### src/rtl/cbb_pkg.sv
`default_nettype none
package cbb_pkg;

    localparam int STORE_BYTES = 4096;
    localparam int ADDR_W = $clog2(STORE_BYTES);
    localparam int FIELD_W = 13;
    localparam int QDEPTH = 2;
    localparam int QPTR_W = $clog2(QDEPTH);

    localparam logic [FIELD_W-1:0] CAP_RESET = 13'd4096;

    // Operation codes carried by func.
    localparam logic [3:0] F_SET_POS = 4'd8;
    localparam logic [3:0] F_SET_LIMIT = 4'd9;
    localparam logic [3:0] F_MARK = 4'd10;
    localparam logic [3:0] F_RESET = 4'd11;
    localparam logic [3:0] F_CLEAR = 4'd12;
    localparam logic [3:0] F_FLIP = 4'd13;
    localparam logic [3:0] F_REWIND = 4'd14;
    localparam logic [3:0] F_COMPACT = 4'd15;

    // Configuration register indexes.
    localparam logic [1:0] REG_ELEM_SIZE = 2'd0;
    localparam logic [1:0] REG_CAPACITY = 2'd1;
    localparam logic [1:0] REG_BYTE_ORDER = 2'd2;
    localparam logic [1:0] REG_READ_ONLY = 2'd3;

    // Status codes.
    localparam logic [2:0] ST_OK = 3'd0;
    localparam logic [2:0] ST_UNDERFLOW = 3'd1;
    localparam logic [2:0] ST_OVERFLOW = 3'd2;
    localparam logic [2:0] ST_INDEX = 3'd3;
    localparam logic [2:0] ST_READ_ONLY = 3'd4;
    localparam logic [2:0] ST_ARGUMENT = 3'd5;
    localparam logic [2:0] ST_MARK = 3'd6;

    typedef enum logic [1:0] {
        OP_NONE = 2'd0,
        OP_READ = 2'd1,
        OP_WRITE = 2'd2,
        OP_COMPACT = 2'd3
    } op_t;

    typedef struct packed {
        op_t op;
        logic [ADDR_W-1:0] addr;
        logic [1:0] size_code;
        logic [ADDR_W:0] len;
        logic msb_first;
        logic [63:0] wdata;
        logic [2:0] status;
        logic [FIELD_W-1:0] pos;
        logic [FIELD_W-1:0] lim;
    } cmd_t;

    function automatic logic [FIELD_W-1:0] eff_cap(input logic [1:0] esc,
                                                   input logic [FIELD_W-1:0] cap);
        logic [ADDR_W+4:0] most;
        most = (ADDR_W+5)'(STORE_BYTES) >> esc;
        if ((ADDR_W+5)'(cap) < most)
            return cap;
        else
            return most[FIELD_W-1:0];
    endfunction

endpackage
`default_nettype wire

### src/rtl/cbb_queue.sv
`default_nettype none
module cbb_queue (
    input  wire logic           clk,
    input  wire logic           rst_n,
    input  wire logic           push,
    input  wire cbb_pkg::cmd_t  push_cmd,
    output logic                full,
    input  wire logic           pop,
    output cbb_pkg::cmd_t       head_cmd,
    output logic                head_valid
);

    cbb_pkg::cmd_t entry_reg [cbb_pkg::QDEPTH];
    logic [cbb_pkg::QPTR_W-1:0] wr_reg, rd_reg;
    logic [cbb_pkg::QPTR_W:0]   count_reg;

    assign full = (count_reg == (cbb_pkg::QPTR_W+1)'(cbb_pkg::QDEPTH));
    assign head_valid = (count_reg != '0);
    assign head_cmd = entry_reg[rd_reg];

    always_ff @(posedge clk)
    begin
        if (push)
            entry_reg[wr_reg] <= push_cmd;
    end

    always_ff @(posedge clk or negedge rst_n)
    begin
        if (!rst_n)
        begin
            wr_reg <= '0;
            rd_reg <= '0;
            count_reg <= '0;
        end
        else
        begin
            if (push)
                wr_reg <= wr_reg + 1'b1;
            if (pop)
                rd_reg <= rd_reg + 1'b1;
            if (push && !pop)
                count_reg <= count_reg + 1'b1;
            else if (pop && !push)
                count_reg <= count_reg - 1'b1;
        end
    end

endmodule
`default_nettype wire

### config.mk
export PLATFORM = sky130hd
export DESIGN_NAME = cbb_queue
export DESIGN_NICKNAME = d
export VERILOG_FILES = /design/src/rtl/cbb_pkg.sv /design/src/rtl/cbb_queue.sv
export SDC_FILE = /design/constraint.sdc
export NUM_CORES = 1
export LEC_CHECK = 0
export BUFFER_PORTS_ARGS = -buffer_cell sky130_fd_sc_hd__buf_2
export CAP_MARGIN = 0
export CORE_MARGIN = 2
export CORE_UTILIZATION = 30
export CTS_BUF_LIST = sky130_fd_sc_hd__clkbuf_8
export DETAILED_ROUTE_END_ITERATION = 10
export PLACE_DENSITY = 0.61
export SYNTH_ARGS = -nofsm -noshare
export SYNTH_HDL_FRONTEND = slang
export SYNTH_SLANG_ARGS = --single-unit
### constraint.sdc
create_clock -name clk -period 7.8 [get_ports clk]
set_input_delay 0.39 -clock clk [delete_from_list [all_inputs] [get_ports clk]]
set_output_delay 0.39 -clock clk [all_outputs]
set_load 0.01 [all_outputs]
# Word level (Yosys, flattened, before mapping)
# Memory sizes are Yosys's and may differ from the RTL's.
# Cells that the tools add are included.
# totals
mem_bits_rw	246
ff_bits	4
memories	1
# mem_list
memory	depth	word_bits	read_ports	rd_ports_with_merged_regs	wr	line_no	text
entry_reg	2	123	1	0	1	cbb_queue.sv:13	cbb_pkg::cmd_t entry_reg [cbb_pkg::QDEPTH];
# classes
n_eq_ne	1
add_sub_neg	4
n_mux	4
n_reduce_logical	6
# op_table
op	n
$mux W2	2
$reduce_bool A2 Y1	2
$add A1 B1 Y1 const B	2
$add A2 B1 Y2 const B	1
$eq A2 B2 Y1 const B	1
$logic_and A1 B1 Y1	2
$logic_not A1 Y1	2
$mux W1	2
$sub A2 B1 Y2 const B	1

# Depth between registers and ports, before layout
# depth
depth_word	4
ltp_mapped	5
mapped_depth_nobuf	5

# Least setup slack after synthesis
# No wires, ideal clock.
# synth_path
path_type	reg2reg
start	reg wr_reg
end	mem entry_reg[0][0] (netlist bit), enable pin
arrival_ns	5.839
synth_period_minus_slack_ns	6.460
setup_time_ns	0.621
path_stages_with_launch	2
setup_slack_ns	1.340
n_path_buf	0
path_cell_list	dfrtp_1 > nor2b_1
# synth_lines
item	line_no	text
start: declaration	cbb_queue.sv:14	logic [cbb_pkg::QPTR_W-1:0] wr_reg, rd_reg;
start signal: assignment	cbb_queue.sv:38	wr_reg <= wr_reg + 1'b1;
end: declaration	cbb_queue.sv:13	
# No word-level cell before the write port.

==> implementation parameters <==
Parameter                              Value

Status
  Outcome    complete, no violations

Floorplanning
  Die Width    180.1 microns
  IO Count    252
  Starting Density    30.42%
  DIE HEIGHT    180.1 microns
  Number of placement rows    64
  Core Box Area    30590 sq um
  DIE AREA    32450 sq um

Layout
  Layout Cell Area excl Fill    11790 sq um
  Fraction of layout cells with a size suffix above 1    60.61%
  Largest register FFs    246
  Count of nets after finishing    815
  Layout overhead on the synthesized area    26.65%

STA
  Unrepaired setup endpoints after global routing    false
  Number of failing hold endpoints at the final stage    0
  Final critical-path required period    3.033 ns
  Final setup skew    0.01357 ns
  Share of the cycle needed by the critical path after routing    38.89%
  Slew Limit Fails    0
  Worst-case headroom to the max-slew limit    29.60%
  Total Negative Setup Slacks    0 ns
  Setup violation total in the final timing report    0
  Final WS setup    4.767 ns
  FMAX    0.3297 GHz
  Transition time at the pin with the least slew margin    1.056 ns

Placement
  Count of port buffers added during placement    251
  Routability congestion estimate    0.6891
  Pre-CTS setup slack    5.211 ns
  Placed Instance Area    10990 sq um
  Half-perimeter wire length after detailed placement    11590 microns

Clock tree
  Reg clk slew, reported paths    0.06 ns
  Inserted Clock Buffers    42
  Hold_buf cts    2
  Clock tree from TritonCTS    done
  Cts repair resizes    0
  Buffer cell driving the clock tree root    clkbuf_8
  Number of buffers added for setup after CTS    0
  Clock sink count    250
  Insertion delay to the later sink of the worst-skew pair    0.53 ns
  Largest buffer count on any clock path    3
  Number of levels the H-tree was split into    2

Synth
  Top post-synthesis cells by area    edfxtp_1, mux2_4, mux2_2
  Yosys top cell by area    edfxtp_1
  Mapped Area    9306 sq um
  Count of distinct cell types in the synthesized netlist    14
  Post-Syn Area per Cell    23.32 sq um
  Post-Syn Instances    399
  Warnings from Yosys    0
  Proportion of synthesized chip area in sequential cells    80.45%
  Number of register bits inferred by synthesis    250
  Area share of the largest cell type after synthesis    79.38%
  Syn_nets    527

Power and ir drop
  Worst ir drop on vdd    0.3958 mV
  Switch Pwr    1.217 mW
  Power Dens Cells    352.7 nW/um^2
  Proportion of power drawn by combinational gates    29.6%
  Reg power frac    45.1%
  Internal power summed over all cells    2.939 mW
  Sw Ratio    29.28%
  Total power after layout    4.156 mW
  Part of the power in the clock network    25.3%
  Cell leakage power    4.638 nW

Job
  Count of max-cap constraint violations    0

Worst setup path
  Worst-path maximum fanout    52
  Worst Setup Start Kind    flip-flop
  Arrival time at the worst endpoint    2.64 ns
  Required time reported for the critical path endpoint    7.41 ns
  Worst Path Class, Setup    reg2out
  Type of element capturing the critical path    output pin

GRT
  Met3 track demand over resource in global routing    4.406%
  GR Util met2    17.29%
  Number of antenna violations at the first check in global routing    4
  Global router's overall resource usage    10.99%
  GR Layer Usage met1    13.38%
  First-pass GRT wire length    28060 microns
  Total overflow reported by the global router    0
  GR peak layer    met2
  Maximum number of pins on one net before global-route repair    74
  Number of global-route vias before repair    5028

Detailed routing
  Average routed wire per standard cell    16.42 microns
  Detailed router's first-iteration violation count    227
  Drt pass-1 iters    4
  Number of vias after detailed routing    4722
  Number of vias per cell after detailed routing    4.220
  ANT nets after route    0
  Sum of routed wire length over all layers    18380 microns
  Post-route DRC violation count    0

Min path
  Worst min-delay path class    in2reg
-- layout by cell type (no fill, tap or decap) --
cell type / count
buf_2: 251
edfxtp_1: 246
mux2_2: 63
mux2_4: 60
clkbuf_8: 47
inv_1: 19
clkinv_2: 7
clkinv_1: 6
buf_4: 5
xor2_1: 4
dfrtp_1: 3
diode_2: 2
dlygate4sd3_1: 2
or2_2: 1
and2_4: 1
nor2b_1: 1
nor2b_4: 1
xnor2_1: 1
nor2_1: 1
ha_1: 1
dfrtp_4: 1
-- metrics by stage --
step | util, % | std cells | hold WS [ns]
5_1_grt | 38.53 | 1119 | 0.007217
6_report | 38.53 | 1119 | 0.04692
2_1_floorplan | - | 399 | 0.09441
3_5_place_dp | 35.93 | 1037 | 0.2004
3_3_place_gp | 35.93 | 1037 | 0.2021
4_1_cts | 38.51 | 1117 | 0.002821
-- power groups by stage --
stage	sequential (mW)	clock [mW]	combinational, mW
final	1.88	1.05	1.23
after detailed placement	1.91	0	1.26
after global routing	1.90	1.15	1.33
after CTS	1.88	1.10	1.27
after floorplan	1.90	0	0.865
after global placement	1.89	0	1.26
-- synth_stat cells --
library cell  instances
and2_1                1
buf_2                 6
buf_6                 8
dfrtp_1               4
edfxtp_1            246
ha_1                  1
inv_1                 1
mux2_2               63
mux2_4               60
nor2_1                1
nor2b_1               2
or2_2                 1
xnor2_1               1
xor2_1                4
-- critical path: stages (launching register included) --
cell     delay [ns]
dfrtp_4        0.69
buf_4          0.78
mux2_2         0.41
buf_2          0.14
-- layout make-up --
class                   count  area, sq um
fillers                  2872        18800
flip-flops and latches    250         7491
multi-input cells         134         1705
repair buffers            258         1314
clock buffers              47        646.9
well taps                 396        495.5
clock inverters            31        125.1
diodes                      2        5.005
inverters                   1        3.754
-- final timing paths --
check / start / slack (ns) / endpoint / cells past startpoint
worst max-delay path: rd_reg / 4.77 / head_cmd[103] / 3
worst min-delay path: push_cmd[110] / 0.05 / entry_reg[1][110] / 1
worst max register to register: wr_reg / 5.33 / entry_reg[1][62] / 2
worst min register to register: count_reg[1] / 0.49 / count_reg[1] / 1
max in group asynchronous: rst_n / 7.48 / rd_reg / 2
min in group asynchronous: rst_n / 0.19 / wr_reg / 2
-- kinds of logic (layout without fill, tap and decap cells) --
family	after synthesis	count (layout)	share of synthesized area, %
DFF	250	250	80.45
muxes	123	123	17.30
buffers and inverters	15	337	1.331
xor gates and xnor gates	5	5	0.4705
and+or+nand+nor	5	5	0.3092
adders and majority gates	1	1	0.1344
other	0	2	0
-- layer usage --
layer | part of all wire (%) | wire length (microns)
met5 | 0.098 | 18
met4 | 3.4 | 631
met3 | 9.1 | 1667
met2 | 46 | 8372
met1 | 42 | 7689
Note: power is estimated with default switching activity, not from simulation.
