--- src/rtl/cbb_pkg.sv ---
`default_nettype none
package cbb_pkg;

    localparam int STORE_BYTES = 4096;
    localparam int ADDR_W = $clog2(STORE_BYTES);
    localparam int FIELD_W = 13;
    localparam int QDEPTH = 2;
    localparam int QPTR_W = $clog2(QDEPTH);

    localparam logic [FIELD_W-1:0] CAP_RESET = 13'd4096;

    // Operation codes carried by func.
    localparam logic [3:0] F_SET_POS = 4'd8;
    localparam logic [3:0] F_SET_LIMIT = 4'd9;
    localparam logic [3:0] F_MARK = 4'd10;
    localparam logic [3:0] F_RESET = 4'd11;
    localparam logic [3:0] F_CLEAR = 4'd12;
    localparam logic [3:0] F_FLIP = 4'd13;
    localparam logic [3:0] F_REWIND = 4'd14;
    localparam logic [3:0] F_COMPACT = 4'd15;

    // Configuration register indexes.
    localparam logic [1:0] REG_ELEM_SIZE = 2'd0;
    localparam logic [1:0] REG_CAPACITY = 2'd1;
    localparam logic [1:0] REG_BYTE_ORDER = 2'd2;
    localparam logic [1:0] REG_READ_ONLY = 2'd3;

    // Status codes.
    localparam logic [2:0] ST_OK = 3'd0;
    localparam logic [2:0] ST_UNDERFLOW = 3'd1;
    localparam logic [2:0] ST_OVERFLOW = 3'd2;
    localparam logic [2:0] ST_INDEX = 3'd3;
    localparam logic [2:0] ST_READ_ONLY = 3'd4;
    localparam logic [2:0] ST_ARGUMENT = 3'd5;
    localparam logic [2:0] ST_MARK = 3'd6;

    typedef enum logic [1:0] {
        OP_NONE = 2'd0,
        OP_READ = 2'd1,
        OP_WRITE = 2'd2,
        OP_COMPACT = 2'd3
    } op_t;

    typedef struct packed {
        op_t op;
        logic [ADDR_W-1:0] addr;
        logic [1:0] size_code;
        logic [ADDR_W:0] len;
        logic msb_first;
        logic [63:0] wdata;
        logic [2:0] status;
        logic [FIELD_W-1:0] pos;
        logic [FIELD_W-1:0] lim;
    } cmd_t;

    function automatic logic [FIELD_W-1:0] eff_cap(input logic [1:0] esc,
                                                   input logic [FIELD_W-1:0] cap);
        logic [ADDR_W+4:0] most;
        most = (ADDR_W+5)'(STORE_BYTES) >> esc;
        if ((ADDR_W+5)'(cap) < most)
            return cap;
        else
            return most[FIELD_W-1:0];
    endfunction

endpackage
`default_nettype wire

--- src/rtl/cbb_front.sv ---
`default_nettype none
module cbb_front (
    input  wire logic                 clk,
    input  wire logic                 rst_n,
    input  wire logic                 cfg_we,
    input  wire logic [1:0]           cfg_index,
    input  wire logic [12:0]          cfg_data,
    input  wire logic                 in_valid,
    output logic                      in_stall,
    input  wire logic [3:0]           func,
    input  wire logic [12:0]          index,
    input  wire logic [1:0]           scalar_size_code,
    input  wire logic [63:0]          write_value,
    input  wire logic                 q_full,
    input  wire logic                 clearing,
    output logic                      q_push,
    output cbb_pkg::cmd_t             q_cmd,
    output logic                      rebuild
);

    logic [1:0]  esc_reg, esc_next;
    logic [12:0] cap_reg, cap_next;
    logic        be_reg, be_next;
    logic        ro_reg, ro_next;
    logic [12:0] pos_reg, pos_next;
    logic [12:0] lim_reg, lim_next;
    logic [12:0] mark_reg, mark_next;
    logic        mv_reg, mv_next;

    logic        scalar, rel, put;
    logic [1:0]  szc;
    logic [13:0] units, end_at;
    logic [12:0] at, cap_now, count;
    logic [15:0] byte_at, src, len;

    assign in_stall = q_full | clearing | cfg_we;

    always_comb
    begin
        esc_next = esc_reg;
        cap_next = cap_reg;
        be_next = be_reg;
        ro_next = ro_reg;
        pos_next = pos_reg;
        lim_next = lim_reg;
        mark_next = mark_reg;
        mv_next = mv_reg;
        rebuild = 1'b0;
        q_push = 1'b0;
        q_cmd = '0;
        q_cmd.op = cbb_pkg::OP_NONE;
        q_cmd.status = cbb_pkg::ST_OK;

        scalar = func[2];
        rel = ~func[0];
        put = func[1];
        szc = scalar ? scalar_size_code : esc_reg;
        units = scalar ? (14'd1 << scalar_size_code) : 14'd1;
        at = rel ? pos_reg : index;
        end_at = {1'b0, at} + units;
        byte_at = scalar ? {3'b000, at} : ({3'b000, at} << szc);
        cap_now = cbb_pkg::eff_cap(esc_reg, cap_reg);
        count = (lim_reg > pos_reg) ? (lim_reg - pos_reg) : 13'd0;
        src = {3'b000, pos_reg} << esc_reg;
        len = {3'b000, count} << esc_reg;

        if (cfg_we)
        begin
            case (cfg_index)
                cbb_pkg::REG_ELEM_SIZE:
                begin
                    esc_next = cfg_data[1:0];
                    rebuild = 1'b1;
                end
                cbb_pkg::REG_CAPACITY:
                begin
                    cap_next = cfg_data;
                    rebuild = 1'b1;
                end
                cbb_pkg::REG_BYTE_ORDER: be_next = cfg_data[0];
                cbb_pkg::REG_READ_ONLY:  ro_next = cfg_data[0];
                default: ;
            endcase
            if (rebuild)
            begin
                pos_next = '0;
                lim_next = cbb_pkg::eff_cap(esc_next, cap_next);
                mark_next = '0;
                mv_next = 1'b0;
            end
        end
        else if (in_valid && !in_stall)
        begin
            q_push = 1'b1;
            if (!func[3])
            begin
                if (put && ro_reg)
                    q_cmd.status = cbb_pkg::ST_READ_ONLY;
                else if (end_at > {1'b0, lim_reg})
                    q_cmd.status = rel ? (put ? cbb_pkg::ST_OVERFLOW : cbb_pkg::ST_UNDERFLOW)
                                       : cbb_pkg::ST_INDEX;
                else
                begin
                    q_cmd.op = put ? cbb_pkg::OP_WRITE : cbb_pkg::OP_READ;
                    q_cmd.addr = byte_at[cbb_pkg::ADDR_W-1:0];
                    if (rel)
                        pos_next = end_at[12:0];
                end
            end
            else
            begin
                case (func)
                    cbb_pkg::F_SET_POS:
                        if (index > lim_reg)
                            q_cmd.status = cbb_pkg::ST_ARGUMENT;
                        else
                        begin
                            pos_next = index;
                            if (mark_reg > index)
                                mv_next = 1'b0;
                        end
                    cbb_pkg::F_SET_LIMIT:
                        if (index > cap_now)
                            q_cmd.status = cbb_pkg::ST_ARGUMENT;
                        else
                        begin
                            lim_next = index;
                            if (pos_reg > index)
                                pos_next = index;
                            if (mark_reg > index)
                                mv_next = 1'b0;
                        end
                    cbb_pkg::F_MARK:
                    begin
                        mark_next = pos_reg;
                        mv_next = 1'b1;
                    end
                    cbb_pkg::F_RESET:
                        if (!mv_reg)
                            q_cmd.status = cbb_pkg::ST_MARK;
                        else
                            pos_next = mark_reg;
                    cbb_pkg::F_CLEAR:
                    begin
                        pos_next = '0;
                        lim_next = cap_now;
                        mv_next = 1'b0;
                    end
                    cbb_pkg::F_FLIP:
                    begin
                        lim_next = pos_reg;
                        pos_next = '0;
                        mv_next = 1'b0;
                    end
                    cbb_pkg::F_REWIND:
                    begin
                        pos_next = '0;
                        mv_next = 1'b0;
                    end
                    default:
                        if (ro_reg)
                            q_cmd.status = cbb_pkg::ST_READ_ONLY;
                        else
                        begin
                            q_cmd.op = cbb_pkg::OP_COMPACT;
                            q_cmd.addr = src[cbb_pkg::ADDR_W-1:0];
                            q_cmd.len = len[cbb_pkg::ADDR_W:0];
                            pos_next = count;
                            lim_next = cap_now;
                            mv_next = 1'b0;
                        end
                endcase
            end
            q_cmd.size_code = szc;
            q_cmd.msb_first = be_reg;
            q_cmd.wdata = write_value;
            q_cmd.pos = pos_next;
            q_cmd.lim = lim_next;
        end
    end

    always_ff @(posedge clk or negedge rst_n)
    begin
        if (!rst_n)
        begin
            esc_reg <= '0;
            cap_reg <= cbb_pkg::CAP_RESET;
            be_reg <= 1'b1;
            ro_reg <= 1'b0;
            pos_reg <= '0;
            lim_reg <= cbb_pkg::eff_cap(2'd0, cbb_pkg::CAP_RESET);
            mark_reg <= '0;
            mv_reg <= 1'b0;
        end
        else
        begin
            esc_reg <= esc_next;
            cap_reg <= cap_next;
            be_reg <= be_next;
            ro_reg <= ro_next;
            pos_reg <= pos_next;
            lim_reg <= lim_next;
            mark_reg <= mark_next;
            mv_reg <= mv_next;
        end
    end

endmodule
`default_nettype wire

--- config.mk ---
export PLATFORM = sky130hd
export DESIGN_NAME = cbb_front
export DESIGN_NICKNAME = d
export VERILOG_FILES = /design/src/rtl/cbb_pkg.sv /design/src/rtl/cbb_front.sv
export SDC_FILE = /design/constraint.sdc
export NUM_CORES = 1
export LEC_CHECK = 0
export BUFFER_PORTS_ARGS = -buffer_cell sky130_fd_sc_hd__buf_4
export CAP_MARGIN = 20
export CORE_AREA = 2 2 112 168
export CTS_CLUSTER_SIZE = 25
export DETAILED_ROUTE_END_ITERATION = 10
export DIE_AREA = 0 0 114 170
export PLACE_DENSITY = 0.76
export RECOVER_POWER = 50
export SYNTH_ARGS = -nofsm -noshare
export SYNTH_HDL_FRONTEND = slang
export SYNTH_SLANG_ARGS = --single-unit
export TNS_END_PERCENT = 1
--- constraint.sdc ---
create_clock -name clk -period 6.3 [get_ports clk]
set_input_delay 0.945 -clock clk [delete_from_list [all_inputs] [get_ports clk]]
set_output_delay 0.945 -clock clk [all_outputs]
set_load 0.01 [all_outputs]
== Word-level counts from Yosys, hierarchy flattened ==
Index checks and enable logic that the tools add are counted.
W data, S select, Z words.
Storage, ports and cells
  input port bits: 104
  logic and storage cells: 128
  flip-flop bits (word level): 57
Operators by class
  bitwise gates (word level): 2
  reduce and logical (&&, ||, !) cells: 17
  multiplexer cells: 70
  equal/unequal tests: 15
  $add $sub $neg: 2
  shifts and indexed selects: 6
  order comparisons: 8
Operators by type and width (number)
  $mux W13: 31
  $mux W123: 2
  $mux W14: 6
  $gt A13 B13 Y1: 5
  $pmux W13 S5: 1
  $pmux W13 S4: 1
  $lt A13 B17 Y1: 2
  $shr A13 B2 Y17 const A: 2
  $eq A4 B4 Y1 const B: 7
  $shl A13 B2 Y12: 2
  $mux W3: 6
  $add A13 B14 Y14: 1
  $gt A14 B13 Y1: 1
  $mux W2: 7
  $shl A1 B2 Y14 const A: 1
  $mux W1: 13
  $shl A13 B2 Y13: 1
  $sub A13 B13 Y13: 1
  $mux W12: 1
  $pmux W3 S4: 1
  $reduce_or A4 Y1: 2
  $reduce_and A7 Y1: 1
  $reduce_or A7 Y1: 1
  $ne A3 B3 Y1 const B: 2
  other kinds (15): 22

== Logic depth before layout (Yosys ltp) ==
  depth after elaboration: 9
  mapped depth: 24
  depth with buffers taken out: 19

== Least setup slack after synthesis ==
OpenSTA, ideal clock, no wires.
  kind: input to output
  start point: in func[0]
  end point: out q_cmd[117] (netlist bit)
  path buffers: 6
  path slack: -507 ps
  stages on the path: 22
  arrival: 5862 ps
  cells stage by stage: buf_2 -> buf_2 -> buf_2 -> buf_1 -> mux2i_1 -> inv_1 -> ha_1 -> a21oi_1 -> or3_1 -> clkbuf_1 -> nor4_1 -> nand2b_1 -> xor2_1 -> ha_1 -> nand2_1 -> nor3_1 -> and4_1 -> o32ai_1 -> a21o_1 -> clkbuf_1 -> a2111o_1 -> a21oi_1
RTL lines
  from (decl): line cbb_front.sv:10  | input wire logic [3:0] func,
  to (decl): line cbb_front.sv:17  | output cbb_pkg::cmd_t q_cmd,

==> impl_metrics.env <==
export IMPL_setup_ws_ps=126
export IMPL_crit_chain="buf_4 -> nand2_1 -> a21boi_4 -> inv_1 -> ha_1 -> fa_2 -> a21o_1 -> a21oi_2 -> or3_4 -> nor2_1 -> xnor2_1 -> buf_4 -> ha_1 -> a41o_1 -> a21oi_1 -> o21ai_1 -> a221oi_2 -> o32ai_2 -> a21o_1 -> buf_12 -> or3_1 -> a21oi_1 -> buf_4"
export IMPL_core_sq_mm=0.0179
export IMPL_synth_seq_cells=57
export IMPL_r2r_end="lim_reg[9]"
export IMPL_cts_tree="done"
export IMPL_ys_warnings_count=0
export IMPL_grt_total_usage=0.439
export IMPL_tns_ps=0
export IMPL_cts_root_buf="clkbuf_16"
export IMPL_detailedPlace_worstSlack_ps=22.7
export IMPL_timing_critical_path_from="index[0]"
export IMPL_ys_types=72
export IMPL_grt_pass1_wl_mm=63.0
export IMPL_wirelength_mm=43.3
export IMPL_drt_iter0_markers=1194
export IMPL_initial_core_util=0.486
export IMPL_hold_viol_final=0
export IMPL_worst_pin_slew_ps=3560
export IMPL_finalMaxSlewViolations=58
export IMPL_synthFlopType="dfrtp_1"
export IMPL_hp_class="flop to flop"
export IMPL_fmax_mhz=162
export IMPL_irDropWorstVdd_uv=137
export IMPL_htree_levels=3
export IMPL_fillers=1684
export IMPL_overflow=0
export IMPL_crit_top_cell="buf_4"
export IMPL_netlist_area_sq_mm=0.00867
export IMPL_clock_skew_ps=11.0
export IMPL_r2r_setup_slack_ps=1500
export IMPL_die_x_um=114
export IMPL_cap_viol_max_count=1
export IMPL_r2r_start="esc_reg[0]"
export IMPL_cp_slowest_stage_delay_ps=360
export IMPL_criticalPathCategory="primary input to primary output"
export IMPL_status="finished, violations left"
export IMPL_critPathLaunchType="primary input"
export IMPL_io_buffers=229
export IMPL_drc=0
export IMPL_nets=1576
export IMPL_clkTransAtPathRegs_ps=50
export IMPL_slew_headroom=-1.37
export IMPL_clk_latency_ps=350
export IMPL_numCtsBuffers=9
export IMPL_fin_crit_sh=0.980
export IMPL_crit_arrival_ps=5230
export IMPL_dpl_hpwl_mm=34.5
export IMPL_antenna_found_initial=4
export IMPL_reg2reg_depth=20
export IMPL_p_leak_nw=5.32
export IMPL_period_minus_slack_ps=6170
export IMPL_synth_edf_count=0
export IMPL_vias_per_cell=6.81
export IMPL_crit_fanout=11
export IMPL_gp_congestion=1.11
export IMPL_die_y_um=170
export IMPL_die_area_sq_mm=0.0194
export IMPL_top_level_ports=230
export IMPL_setup_viol=0
export IMPL_path_depth=23
export IMPL_critical_path_top_delay_family="compound AO/OA/AOI/OAI gates"
export IMPL_ys_seq_area_frac=0.165
export IMPL_post_drt_wl_per_cell_um=27.0
export IMPL_vias=10920
export IMPL_drt_pass1_iterations=7
export IMPL_syn_instance_count=1159
export IMPL_power_density_mw_per_mm2=229
export IMPL_grt_max_degree=67
export IMPL_area_growth_pct=28.6
export IMPL_critPathRequiredTime_ps=5350
export IMPL_ant_nets=0
export IMPL_rows=60
export IMPL_async_flop_share=1.00
export IMPL_synth_fp_nets=1355
export IMPL_violations="max-capacitance violations, max-slew violations"
export IMPL_drive_above_1_share=0.234
export IMPL_cp_endpoint="q_cmd[113]"
export IMPL_grt_pass1_vias=10462
export IMPL_clkSinkCount=57
export IMPL_crit_buf_inv=5
export IMPL_crit_slowest_cell="fa_2"
export IMPL_synth_area_per_cell_sq_um=7.48
export IMPL_clk_path_buf_depth=2
export IMPL_min_from="cap_reg[12]"
export IMPL_critPathCaptureType="primary output"
[cells in the final DEF (no fill, tap or decap), types with 23 or more instances in the layout]
| cell type | count |
|---|---|
| nor2_1 | 81 |
| mux2i_1 | 41 |
| dfrtp_1 | 54 |
| a21oi_1 | 109 |
| ha_1 | 90 |
| inv_1 | 66 |
| o31ai_1 | 23 |
| clkbuf_1 | 46 |
| and3_1 | 67 |
| nand2_1 | 102 |
| buf_4 | 253 |
| o21ai_0 | 72 |
[timing repair]
| action | in CTS | in global routing |
|---|---|---|
| hold buffers | 0 | 0 |
| resized for setup | 0 | 14 |
| setup endpoints to repair | 0 | 37 |
| setup buffers | 0 | 2 |
[where the power goes]
part | switching [mW] | total (mW) | internal (mW)
Sequential | 0.0764 | 0.490 | 0.414
Combinational | 0.892 | 1.46 | 0.564
Clock | 0.204 | 0.613 | 0.409
[through the flow]
stage / hold WS [ps] / power, mW / area [sq um] / instances / utilization
2_1_floorplan: 482 / 1.37 / 8730 / 1159 / -
3_3_place_gp: 497 / 1.86 / 10900 / 1584 / 0.610
3_5_place_dp: 519 / 1.87 / 10900 / 1584 / 0.610
4_1_cts: 528 / 2.48 / 11300 / 1600 / 0.630
5_1_grt: 555 / 2.67 / 11200 / 1602 / 0.624
6_report: 533 / 2.56 / 11200 / 1603 / 0.625
[layer usage]
layer	vias to the layer above	track usage	wire, um
met5	-	0	17
met4	2	0.327	4010
met3	224	0.101	4880
met2	761	0.694	19200
met1	5120	0.514	15200
li1	4813	-	-
[worst register-to-register path, delay by kind of cell, from the launching register on]
kind	cells	cell delay, ps
fa+ha+maj	2	570
mux	1	460
flops	1	490
compound gates	7	1500
simple gates	5	790
buf+inv	5	870
[worst min path at each step]
stage / endpoint / slack [ps] / cells past startpoint
6_report: cap_reg[12] / 530 / 2
5_1_grt: mark_reg[2] / 550 / 1
4_1_cts: cap_reg[12] / 530 / 2
3_5_place_dp: cap_reg[12] / 520 / 2
3_3_place_gp: cap_reg[12] / 500 / 2
2_1_floorplan: cap_reg[12] / 480 / 2
[logic make-up after synthesis]
group | synth area share
AOI/OAI and AO/OA | 0.318
xor gates and xnor gates | 0.0232
buffers and inverters | 0.0684
and+or+nand+nor | 0.199
muxes | 0.0923
adders and majority gates | 0.134
DFF | 0.165
[Yosys cell counts, types with 20 or more instances]
master | n | area (sq um)
inv_1 | 66 | 248
clkbuf_1 | 75 | 282
nor2_1 | 81 | 304
mux2i_1 | 44 | 440
a21o_1 | 20 | 150
a21oi_1 | 114 | 571
ha_1 | 90 | 1130
a211oi_1 | 21 | 158
o31ai_1 | 23 | 173
nand2_1 | 102 | 383
o21ai_0 | 76 | 380
dfrtp_1 | 54 | 1350
and3_1 | 67 | 419
[area by class of cell]
class | instances | area, sq um | share of cell area
multi-input cells | 946 | 6760 | 0.606
clock buffers | 12 | 256 | 0.0230
clock inverters | 4 | 98.8 | 0.00886
inverters | 67 | 251 | 0.0225
flip-flops and latches | 57 | 1430 | 0.128
well taps | 217 | 272 | 0.0243
diodes | 1 | 2.50 | 0.000224
repair buffers | 299 | 2090 | 0.187
(Power assumes the default switching activity.)
